[config.mk]
export PLATFORM = sky130hd
export DESIGN_NAME = three_rotor_letter_cipher_core
export DESIGN_NICKNAME = d
export VERILOG_FILES = /design/src/hdl/trlc_pkg.sv /design/src/hdl/three_rotor_letter_cipher_core.sv /design/src/hdl/trlc_rotor_pos.sv /design/src/hdl/trlc_path.sv
export SDC_FILE = /design/constraint.sdc
export NUM_CORES = 1
export LEC_CHECK = 0
export CAP_MARGIN = 5
export CORE_UTILIZATION = 60
export CTS_CLUSTER_DIAMETER = 80
export DETAILED_ROUTE_END_ITERATION = 6
export DONT_BUFFER_PORTS = 1
export MAX_ROUTING_LAYER = met4
export PLACE_DENSITY_LB_ADDON = 0.25
export SYNTH_ARGS = -nofsm -noshare
export SYNTH_HDL_FRONTEND = slang
export SYNTH_SLANG_ARGS = --single-unit
[constraint.sdc]
create_clock -name clk -period 38.4 [get_ports clk]
set_clock_uncertainty 0.1 [all_clocks]
set_input_delay 9.6 -clock clk [delete_from_list [all_inputs] [get_ports clk]]
set_output_delay 9.6 -clock clk [all_outputs]
set_load 0.05 [all_outputs]
[src/hdl/trlc_pkg.sv]
// ----------------------------------------------------------------------------
// trlc_pkg
// Shared types, constants and letter arithmetic for the three-rotor cipher.
// ----------------------------------------------------------------------------
package trlc_pkg;

    typedef logic [4:0] letter_t;

    typedef struct packed {
        letter_t fast;
        letter_t mid;
        letter_t slow;
    } rotor_pos_t;

    typedef enum logic [1:0] {
        REG_START_FAST = 2'd0,
        REG_START_MID  = 2'd1,
        REG_START_SLOW = 2'd2
    } cfg_reg_t;

    localparam letter_t LETTER_LAST = 5'd25;
    localparam letter_t RESET_FAST  = 5'd8;
    localparam letter_t RESET_MID   = 5'd19;
    localparam letter_t RESET_SLOW  = 5'd2;

    localparam logic [7:0] CHAR_UPPER_A = 8'h41;
    localparam logic [7:0] CHAR_UPPER_Z = 8'h5A;
    localparam logic [7:0] CHAR_LOWER_A = 8'h61;
    localparam logic [7:0] CHAR_LOWER_Z = 8'h7A;

    // Pairwise swap A<->B, C<->D, ... used by plugboard, rotors and reflector
    localparam letter_t SWAP_TABLE [26] = '{
        5'd1,  5'd0,  5'd3,  5'd2,  5'd5,  5'd4,  5'd7,  5'd6,  5'd9,
        5'd8,  5'd11, 5'd10, 5'd13, 5'd12, 5'd15, 5'd14, 5'd17, 5'd16,
        5'd19, 5'd18, 5'd21, 5'd20, 5'd23, 5'd22, 5'd25, 5'd24
    };

    function automatic letter_t swap_letter(input letter_t v);
        letter_t r;
        if (v <= LETTER_LAST)
            r = SWAP_TABLE[v];
        else
            r = '0;
        return r;
    endfunction

    // (a + b) mod 26 for a, b below 26
    function automatic letter_t add_mod(input letter_t a, input letter_t b);
        logic [5:0] s;
        s = {1'b0, a} + {1'b0, b};
        if (s > {1'b0, LETTER_LAST})
            s = s - 6'd26;
        return s[4:0];
    endfunction

    // (a - b) mod 26 for a, b below 26
    function automatic letter_t sub_mod(input letter_t a, input letter_t b);
        logic [5:0] d;
        d = {1'b0, a} + 6'd26 - {1'b0, b};
        if (d > {1'b0, LETTER_LAST})
            d = d - 6'd26;
        return d[4:0];
    endfunction

    // Fold a raw 5-bit register value into 0..25
    function automatic letter_t reduce_letter(input letter_t v);
        letter_t r;
        if (v > LETTER_LAST)
            r = v - 5'd26;
        else
            r = v;
        return r;
    endfunction

    function automatic letter_t inc_mod(input letter_t v);
        letter_t r;
        if (v >= LETTER_LAST)
            r = '0;
        else
            r = v + 5'd1;
        return r;
    endfunction

endpackage

[src/hdl/three_rotor_letter_cipher_core.sv]
// ----------------------------------------------------------------------------
// three_rotor_letter_cipher_core
// Three-rotor letter cipher on a byte stream, one character per clock while m_tready is high.
// ----------------------------------------------------------------------------
//
//  Channel  Dir  Handshake          Payload
//  -------  ---  -----------------  ----------------------------------------
//  s_axis   in   s_tvalid/s_tready  tdata: in_char; tuser: new_message
//  m_axis   out  m_tvalid/m_tready  tdata: out_char, used fast/mid/slow pos;
//                                   tuser: was_letter
//  cfg      in   cfg_we             cfg_index selects start position register
//
//  Each transaction is captured in the input register, then enciphered
//  and stepped in a single pass into the result register; one transaction
//  per cycle is sustained while m_tready is high, as each character must
//  see the rotor position update from the one before it.
//  Reset loads the start registers and the rotor positions with 8, 19 and 2.
//  A stall on m_tready holds the result register and the input register;
//  s_tready drops only when both are full and the result is not taken.
// ----------------------------------------------------------------------------
module three_rotor_letter_cipher_core (
    input  logic        clk,
    input  logic        rst_n,

    input  logic        s_tvalid,
    output logic        s_tready,
    input  logic [7:0]  s_tdata,    // [7:0] in_char
    input  logic        s_tuser,    // [0] new_message

    output logic        m_tvalid,
    input  logic        m_tready,
    output logic [23:0] m_tdata,    // [7:0] out_char, [12:8] used_fast_pos,
                                    // [17:13] used_mid_pos, [22:18] used_slow_pos,
                                    // [23] zero
    output logic        m_tuser,    // [0] was_letter

    input  logic        cfg_we,
    input  logic [1:0]  cfg_index,
    input  logic [4:0]  cfg_data
);

    // Input register
    logic                 in_valid_reg;
    logic                 in_valid_next;
    logic [7:0]           in_char_reg;
    logic                 in_newmsg_reg;

    // Result register
    logic                 out_valid_reg;
    logic                 out_valid_next;
    logic [7:0]           out_char_reg;
    logic                 out_letter_reg;
    trlc_pkg::rotor_pos_t out_pos_reg;

    logic                 s_accept;
    logic                 advance;
    logic                 is_letter;
    logic [7:0]           enc_char;
    trlc_pkg::rotor_pos_t cur_pos;

    // Move the held character into the result register when that slot frees
    assign advance  = in_valid_reg && (!out_valid_reg || m_tready);
    assign s_tready = !in_valid_reg || advance;
    assign s_accept = s_tvalid && s_tready;

    trlc_rotor_pos u_rotor_pos (
        .clk         (clk),
        .rst_n       (rst_n),
        .cfg_we      (cfg_we),
        .cfg_index   (cfg_index),
        .cfg_data    (cfg_data),
        .advance     (advance),
        .new_message (in_newmsg_reg),
        .is_letter   (is_letter),
        .cur_pos     (cur_pos)
    );

    trlc_path u_path (
        .in_char   (in_char_reg),
        .pos       (cur_pos),
        .out_char  (enc_char),
        .is_letter (is_letter)
    );

    always_comb
    begin
        in_valid_next = in_valid_reg;
        if (s_accept)
            in_valid_next = 1'b1;
        else if (advance)
            in_valid_next = 1'b0;
    end

    always_comb
    begin
        out_valid_next = out_valid_reg;
        if (advance)
            out_valid_next = 1'b1;
        else if (m_tready)
            out_valid_next = 1'b0;
    end

    always_ff @(posedge clk or negedge rst_n)
    begin
        if (!rst_n)
        begin
            in_valid_reg  <= 1'b0;
            out_valid_reg <= 1'b0;
        end
        else
        begin
            in_valid_reg  <= in_valid_next;
            out_valid_reg <= out_valid_next;
        end
    end

    // Payload: capture on accept, hold otherwise
    always_ff @(posedge clk)
    begin
        if (s_accept)
        begin
            in_char_reg   <= s_tdata;
            in_newmsg_reg <= s_tuser;
        end
        if (advance)
        begin
            out_char_reg   <= enc_char;
            out_letter_reg <= is_letter;
            out_pos_reg    <= cur_pos;
        end
    end

    assign m_tvalid = out_valid_reg;
    assign m_tdata  = {1'b0, out_pos_reg.slow, out_pos_reg.mid, out_pos_reg.fast, out_char_reg};
    assign m_tuser  = out_letter_reg;

endmodule

[src/hdl/trlc_rotor_pos.sv]
// ----------------------------------------------------------------------------
// trlc_rotor_pos
// Start position registers, live rotor positions and odometer stepping.
// ----------------------------------------------------------------------------
module trlc_rotor_pos (
    input  logic                  clk,
    input  logic                  rst_n,
    input  logic                  cfg_we,
    input  logic [1:0]            cfg_index,
    input  logic [4:0]            cfg_data,
    input  logic                  advance,      // an item is being processed
    input  logic                  new_message,
    input  logic                  is_letter,
    output trlc_pkg::rotor_pos_t  cur_pos       // positions used for this item
);

    trlc_pkg::rotor_pos_t start_reg;
    trlc_pkg::rotor_pos_t start_next;
    trlc_pkg::rotor_pos_t pos_reg;
    trlc_pkg::rotor_pos_t pos_next;
    trlc_pkg::rotor_pos_t stepped;

    always_comb
    begin
        start_next = start_reg;
        if (cfg_we)
        begin
            case (cfg_index)
                trlc_pkg::REG_START_FAST: start_next.fast = cfg_data;
                trlc_pkg::REG_START_MID:  start_next.mid  = cfg_data;
                trlc_pkg::REG_START_SLOW: start_next.slow = cfg_data;
                default:                  start_next      = start_reg;
            endcase
        end
    end

    // Reload ahead of this item when it opens a new message
    always_comb
    begin
        if (new_message)
        begin
            cur_pos.fast = trlc_pkg::reduce_letter(start_reg.fast);
            cur_pos.mid  = trlc_pkg::reduce_letter(start_reg.mid);
            cur_pos.slow = trlc_pkg::reduce_letter(start_reg.slow);
        end
        else
        begin
            cur_pos = pos_reg;
        end
    end

    // Odometer: fast always, middle on fast wrap, slow on middle wrap
    always_comb
    begin
        stepped      = cur_pos;
        stepped.fast = trlc_pkg::inc_mod(cur_pos.fast);
        if (cur_pos.fast == trlc_pkg::LETTER_LAST)
        begin
            stepped.mid = trlc_pkg::inc_mod(cur_pos.mid);
            if (cur_pos.mid == trlc_pkg::LETTER_LAST)
                stepped.slow = trlc_pkg::inc_mod(cur_pos.slow);
        end
    end

    always_comb
    begin
        pos_next = pos_reg;
        if (advance)
            pos_next = is_letter ? stepped : cur_pos;
    end

    always_ff @(posedge clk or negedge rst_n)
    begin
        if (!rst_n)
        begin
            start_reg.fast <= trlc_pkg::RESET_FAST;
            start_reg.mid  <= trlc_pkg::RESET_MID;
            start_reg.slow <= trlc_pkg::RESET_SLOW;
            pos_reg.fast   <= trlc_pkg::RESET_FAST;
            pos_reg.mid    <= trlc_pkg::RESET_MID;
            pos_reg.slow   <= trlc_pkg::RESET_SLOW;
        end
        else
        begin
            start_reg <= start_next;
            pos_reg   <= pos_next;
        end
    end

endmodule

[src/hdl/trlc_path.sv]
// ----------------------------------------------------------------------------
// trlc_path
// Letter path: plugboard, three rotors, reflector, back through the rotors and plugboard.
// ----------------------------------------------------------------------------
module trlc_path (
    input  logic [7:0]            in_char,
    input  trlc_pkg::rotor_pos_t  pos,
    output logic [7:0]            out_char,
    output logic                  is_letter
);

    logic              upper;
    logic              lower;
    logic [7:0]        offset;
    trlc_pkg::letter_t idx;
    trlc_pkg::letter_t plug_in;
    trlc_pkg::letter_t f_fast;
    trlc_pkg::letter_t f_mid;
    trlc_pkg::letter_t f_slow;
    trlc_pkg::letter_t refl;
    trlc_pkg::letter_t b_slow;
    trlc_pkg::letter_t b_mid;
    trlc_pkg::letter_t b_fast;
    trlc_pkg::letter_t plug_out;

    assign upper = (in_char >= trlc_pkg::CHAR_UPPER_A) && (in_char <= trlc_pkg::CHAR_UPPER_Z);
    assign lower = (in_char >= trlc_pkg::CHAR_LOWER_A) && (in_char <= trlc_pkg::CHAR_LOWER_Z);
    assign is_letter = upper || lower;

    // Fold case: distance from 'A' or 'a'
    assign offset = upper ? (in_char - trlc_pkg::CHAR_UPPER_A)
                          : (in_char - trlc_pkg::CHAR_LOWER_A);
    assign idx    = offset[4:0];

    always_comb
    begin
        plug_in  = trlc_pkg::swap_letter(idx);
        f_fast   = trlc_pkg::add_mod(trlc_pkg::swap_letter(plug_in), pos.fast);
        f_mid    = trlc_pkg::add_mod(trlc_pkg::swap_letter(f_fast), pos.mid);
        f_slow   = trlc_pkg::add_mod(trlc_pkg::swap_letter(f_mid), pos.slow);
        refl     = trlc_pkg::swap_letter(f_slow);
        b_slow   = trlc_pkg::swap_letter(trlc_pkg::sub_mod(refl, pos.slow));
        b_mid    = trlc_pkg::swap_letter(trlc_pkg::sub_mod(b_slow, pos.mid));
        b_fast   = trlc_pkg::swap_letter(trlc_pkg::sub_mod(b_mid, pos.fast));
        plug_out = trlc_pkg::swap_letter(b_fast);
    end

    // Non-letters pass unchanged
    assign out_char = is_letter ? ({3'b000, plug_out} + trlc_pkg::CHAR_UPPER_A) : in_char;

endmodule
After elaboration in Yosys (flattened, before gate mapping). Memory sizes are Yosys's and may differ from the RTL's. Index checks and enable logic that the tools add are counted.

Register bits: 65. Bits in read-only memories: 1440. Output and inout bits: 27. Memories: 9.

Add/subtract/negate cells: 24. Magnitude comparators: 34. Eq/ne operators: 4. Multiplexer cells: 49. Bitwise gates (word level): 9. Reduce and logical (&&, ||, !) cells: 15.

Memory list: (name not given) (words 32, width 5, rd ports 1, clocked after memory_dff 0, write ports 0, RTL line trlc_pkg.sv:41) `r = SWAP_TABLE[v];`; (name not given) (words 32, width 5, rd ports 1, clocked after memory_dff 0, write ports 0, RTL line trlc_pkg.sv:41); (name not given) (words 32, width 5, rd ports 1, clocked after memory_dff 0, write ports 0, RTL line trlc_pkg.sv:41); (name not given) (words 32, width 5, rd ports 1, clocked after memory_dff 0, write ports 0, RTL line trlc_pkg.sv:41); (name not given) (words 32, width 5, rd ports 1, clocked after memory_dff 0, write ports 0, RTL line trlc_pkg.sv:41); (name not given) (words 32, width 5, rd ports 1, clocked after memory_dff 0, write ports 0, RTL line trlc_pkg.sv:41); +3 memories.

Operators by type and width (number): 5-bit 2-to-1 mux (41); 6-bit greater-or-equal comparator, second input constant (9); 5-bit NOT with 6-bit output (9); 5-bit less-or-equal comparator, second input constant (9); 5-bit subtractor, second input constant (9); 6-bit by 5-bit greater-than comparator with 1-bit output, second input constant (6); 15-bit 2-to-1 mux (2); 5-bit by 5-bit adder with 6-bit output (3); 5-bit by 5-bit adder with 6-bit output, second input constant (3); 6-bit by 5-bit subtractor with 6-bit output (3); 8-bit by 7-bit greater-or-equal comparator with 1-bit output, second input constant (2); 8-bit by 7-bit less-or-equal comparator with 1-bit output, second input constant (2); 5-bit by 1-bit adder with 5-bit output, second input constant (3); 5-bit greater-or-equal comparator, second input constant (3); 5-bit greater-than comparator, second input constant (3); 5-bit == test, second input constant (2); 10-bit 2-to-1 mux (1); 5-bit by 1-bit subtractor with 5-bit output, second input constant (2); 5-bit by 7-bit adder with 8-bit output, second input constant (1); 8-bit 2-to-1 mux (1); 2-bit AND reduction (3); 1-bit logical AND (4); 1-bit 2-to-1 mux (4); 2-bit nonzero test (2); 5 further kinds (8).

Depth between registers and ports, before layout.
Depth after elaboration: 71. Mapped depth: 76.

Cells and area by module. A second synthesis with hierarchy kept.

Cell total of the unflattened synthesis: 705. Area, all modules: 6286.0 µm².

By module, submodules not included: trlc_path (times used 1, cells each 426, area each 2940.3 µm², sequential area each 0.0 µm²); trlc_rotor_pos (times used 1, cells each 236, area each 2239.6 µm², sequential area each 763.2 µm²); three_rotor_letter_cipher_core (times used 1, cells each 43, area each 1106.1 µm², sequential area each 1041.0 µm²).

Worst setup path before layout. OpenSTA, ideal clock, no wires.

Path type: input -> output. Start: in m_tready. End: out s_tready. Data arrival time: 10083 ps. Data required time: 28700 ps. Slack: 18617 ps. Stages on the path: 1. Buffers on the path: 0. Cell sequence: nand3b_1.

Longest elaborated chain between the ends: 3.

RTL lines: start: declaration (RTL line three_rotor_letter_cipher_core.sv:31) `input logic m_tready,`; 1-bit logical OR (RTL line three_rotor_letter_cipher_core.sv:62) `assign advance = in_valid_reg && (!out_valid_reg || m_tready);`; 1-bit logical AND (RTL line three_rotor_letter_cipher_core.sv:62); 1-bit logical OR (RTL line three_rotor_letter_cipher_core.sv:63) `assign s_tready = !in_valid_reg || advance;`; end: declaration (RTL line three_rotor_letter_cipher_core.sv:26) `output logic s_tready,`.

Every way passes these cells.

Worst setup path after layout. Same ends and word-level chain as after synthesis.

==> impl_metrics.json <==
{
  "min_from": "in_char_reg[6]",
  "period_needed_ns": 19.80,
  "grt_pass1_vias": 5127,
  "ctsHoldBuffers": 0,
  "dp_cells": 817,
  "std_cell_rows": 36,
  "die_h_um": 104.3,
  "root_buffer": "clkbuf_8",
  "cp.required_ns": 28.70,
  "drt_iter0_drc": 266,
  "synthArstFlopShare": 0.4923,
  "crit_fanout": 3,
  "critical_path.max_stage_delay_ns": 0.50,
  "finalHoldViolations": 0,
  "grt_max_degree": 33,
  "ant_nets": 0,
  "rsz0062_at_grt": "false",
  "synth_flop_cell": "edfxtp_1",
  "synth_nets": 797,
  "synth_commonest_cells": "64 x ha_1, 58 x inv_1, 57 x nand2_1",
  "num_vias": 5280,
  "grt_pass1_wl_mm": 23.48,
  "synth_edf_count": 33,
  "worst-path-buf-inv": 0,
  "synth_cell_type_count": 84,
  "post_cts_buffers": 0,
  "clock_sinks": 65,
  "synth_cells": 706,
  "syn_to_final_growth_pct": 4.186,
  "cpMaxStageDelayCell": "nand3b_1",
  "endpoint_kind": "primary output",
  "drtPass1Iterations": 5,
  "hold_path_class": "reg -> reg",
  "cts_tree": "built",
  "worst_slack_ns": 18.60,
  "synth.top_cell.area_share": 0.1579,
  "timing.fmax_ghz": 0.05050,
  "ctsResizeCount": 0,
  "drt_wl_total_mm": 13.69,
  "worst_pin_slew_ns": 1.088,
  "drive_gt1_frac": 0.1086,
  "worstSetupStartpoint": "m_tready",
  "yosysWarnings": 0,
  "worstSetupPathType": "in -> out",
  "dp_hpwl_mm": 10.39,
  "grt_overflow": 0,
  "grt_usage": 0.2692,
  "synth_top_area_cell": "edfxtp_1",
  "rr_startpoint": "in_char_reg[0]",
  "drc_errors": 0,
  "synth-seq-area-share": 0.2874,
  "diodes": 0,
  "nNetsFinal": 786,
  "ys_top_cells_by_area": "edfxtp_1 16%, ha_1 13%, dfrtp_1 8.8%",
  "fin_area_sq_um": 6540,
  "place_area_sq_um": 6345,
  "clk_latency_ns": 0.36,
  "cp.arrival_ns": 10.10,
  "worstPathCellList": "nand3b_1",
  "slew_headroom": 0.2670,
  "routabilityCongestion": 0.9075,
  "io-pin-count": 48,
  "syn_avg_cell_area_sq_um": 8.891,
  "portBuffers": 0,
  "status": "complete, no violations",
  "vias_per_cell": 6.339,
  "netlist_area_sq_um": 6277,
  "finalSetupTns_ns": 0,
  "clk_pin_slew_worst_paths_ns": 0.07,
  "htreeDepth": 3,
  "critPathTopFamily": "simple AND/OR/NAND/NOR gates",
  "core_area_sq_um": 9955,
  "fin_crit_sh": 0.5157,
  "setup_viol": 0,
  "die_x_um": 104.3,
  "synth_most_common_cell": "ha_1",
  "maxCapViolations": 0,
  "ys_ff_latch": 65,
  "cts_buffers": 9,
  "drv_slew": 0,
  "clockBufferDepth": 2,
  "antenna_found_initial": 0,
  "start_util": 0.6306,
  "fin_cells": 833,
  "wl_per_cell_um": 16.44,
  "dp_slack_ns": 18.60,
  "cp-start-kind": "input port",
  "die_area_sq_um": 10880
}
path summary, 6_finish.rpt:
path	end	slack (ns)	cells after the start
hold reg to reg	out_char_reg[6]	0.36	0
min in group asynchronous	u_rotor_pos.pos_reg[7]	8.83	0
max in group asynchronous	u_rotor_pos.start_reg[5]	29.19	0
setup / recovery	s_tready	18.60	1
setup reg to reg	out_char_reg[2]	22.62	65
hold / removal	out_char_reg[6]	0.36	0
cell type report:
cell class | count | area, sq um
clock buffers | 9 | 123.9
repair buffers | 2 | 15.01
flip-flops and latches | 65 | 1804
clock inverters | 7 | 71.32
fillers | 806 | 3415
inverters | 60 | 227.7
multi-input cells | 557 | 4131
well taps | 133 | 166.4
stage by stage:
stage | hold slack, ns | util
3_3_place_gp | 0.3327 | 0.6374
5_1_grt | 0.3719 | 0.6570
3_5_place_dp | 0.3230 | 0.6374
6_report | 0.3573 | 0.6570
4_1_cts | 0.3609 | 0.6570
2_1_floorplan | 0.3420 | -
worst register-to-register path: cells and delay by family, from the launching register on:
| family | cells | cell delay, ns |
|---|---|---|
| AOI/OAI and AO/OA | 22 | 4.71 |
| DFF | 1 | 0.51 |
| and+or+nand+nor | 11 | 2.17 |
| xor gates and xnor gates | 4 | 1.45 |
| adders and majority gates | 17 | 5.24 |
| muxes | 2 | 0.72 |
| buffers and inverters | 9 | 0.65 |
per-layer routing:
| metal | vias up | GRT usage | wire (um) |
|---|---|---|---|
| met5 | - | - | 0 |
| met4 | 0 | 0.07449 | 176 |
| met3 | 20 | 0.05890 | 729 |
| met2 | 148 | 0.4603 | 6871 |
| met1 | 2531 | 0.3182 | 5914 |
| li1 | 2581 | - | - |
placed cells by master (no fill, tap or decap), types with 17 or more instances in the layout:
cell type | synthesis | routed
a21oi_1 | 43 | 43
dfrtp_1 | 22 | 22
edfxtp_1 | 33 | 33
ha_1 | 64 | 64
inv_1 | 58 | 58
mux2_2 | 23 | 23
nand2_1 | 57 | 57
nand3_1 | 17 | 17
nor2_1 | 39 | 39
nor3_1 | 19 | 19
o21ai_0 | 37 | 37
xnor2_1 | 21 | 21
cells by family (layout without fill, tap and decap cells):
kind of cell | count (synthesis) | after routing | share of synthesized area
DFF | 65 | 65 | 0.2874
xor gates and xnor gates | 35 | 35 | 0.04883
and+or+nand+nor | 217 | 217 | 0.1834
other | 1 | 1 | 0.0005974
AOI/OAI and AO/OA | 206 | 206 | 0.2294
muxes | 28 | 28 | 0.04923
buffers and inverters | 84 | 78 | 0.05442
adders and majority gates | 70 | 70 | 0.1467
Power is not shown: default switching activity piles up to over one toggle a cycle in this logic, so the estimate is an artifact.
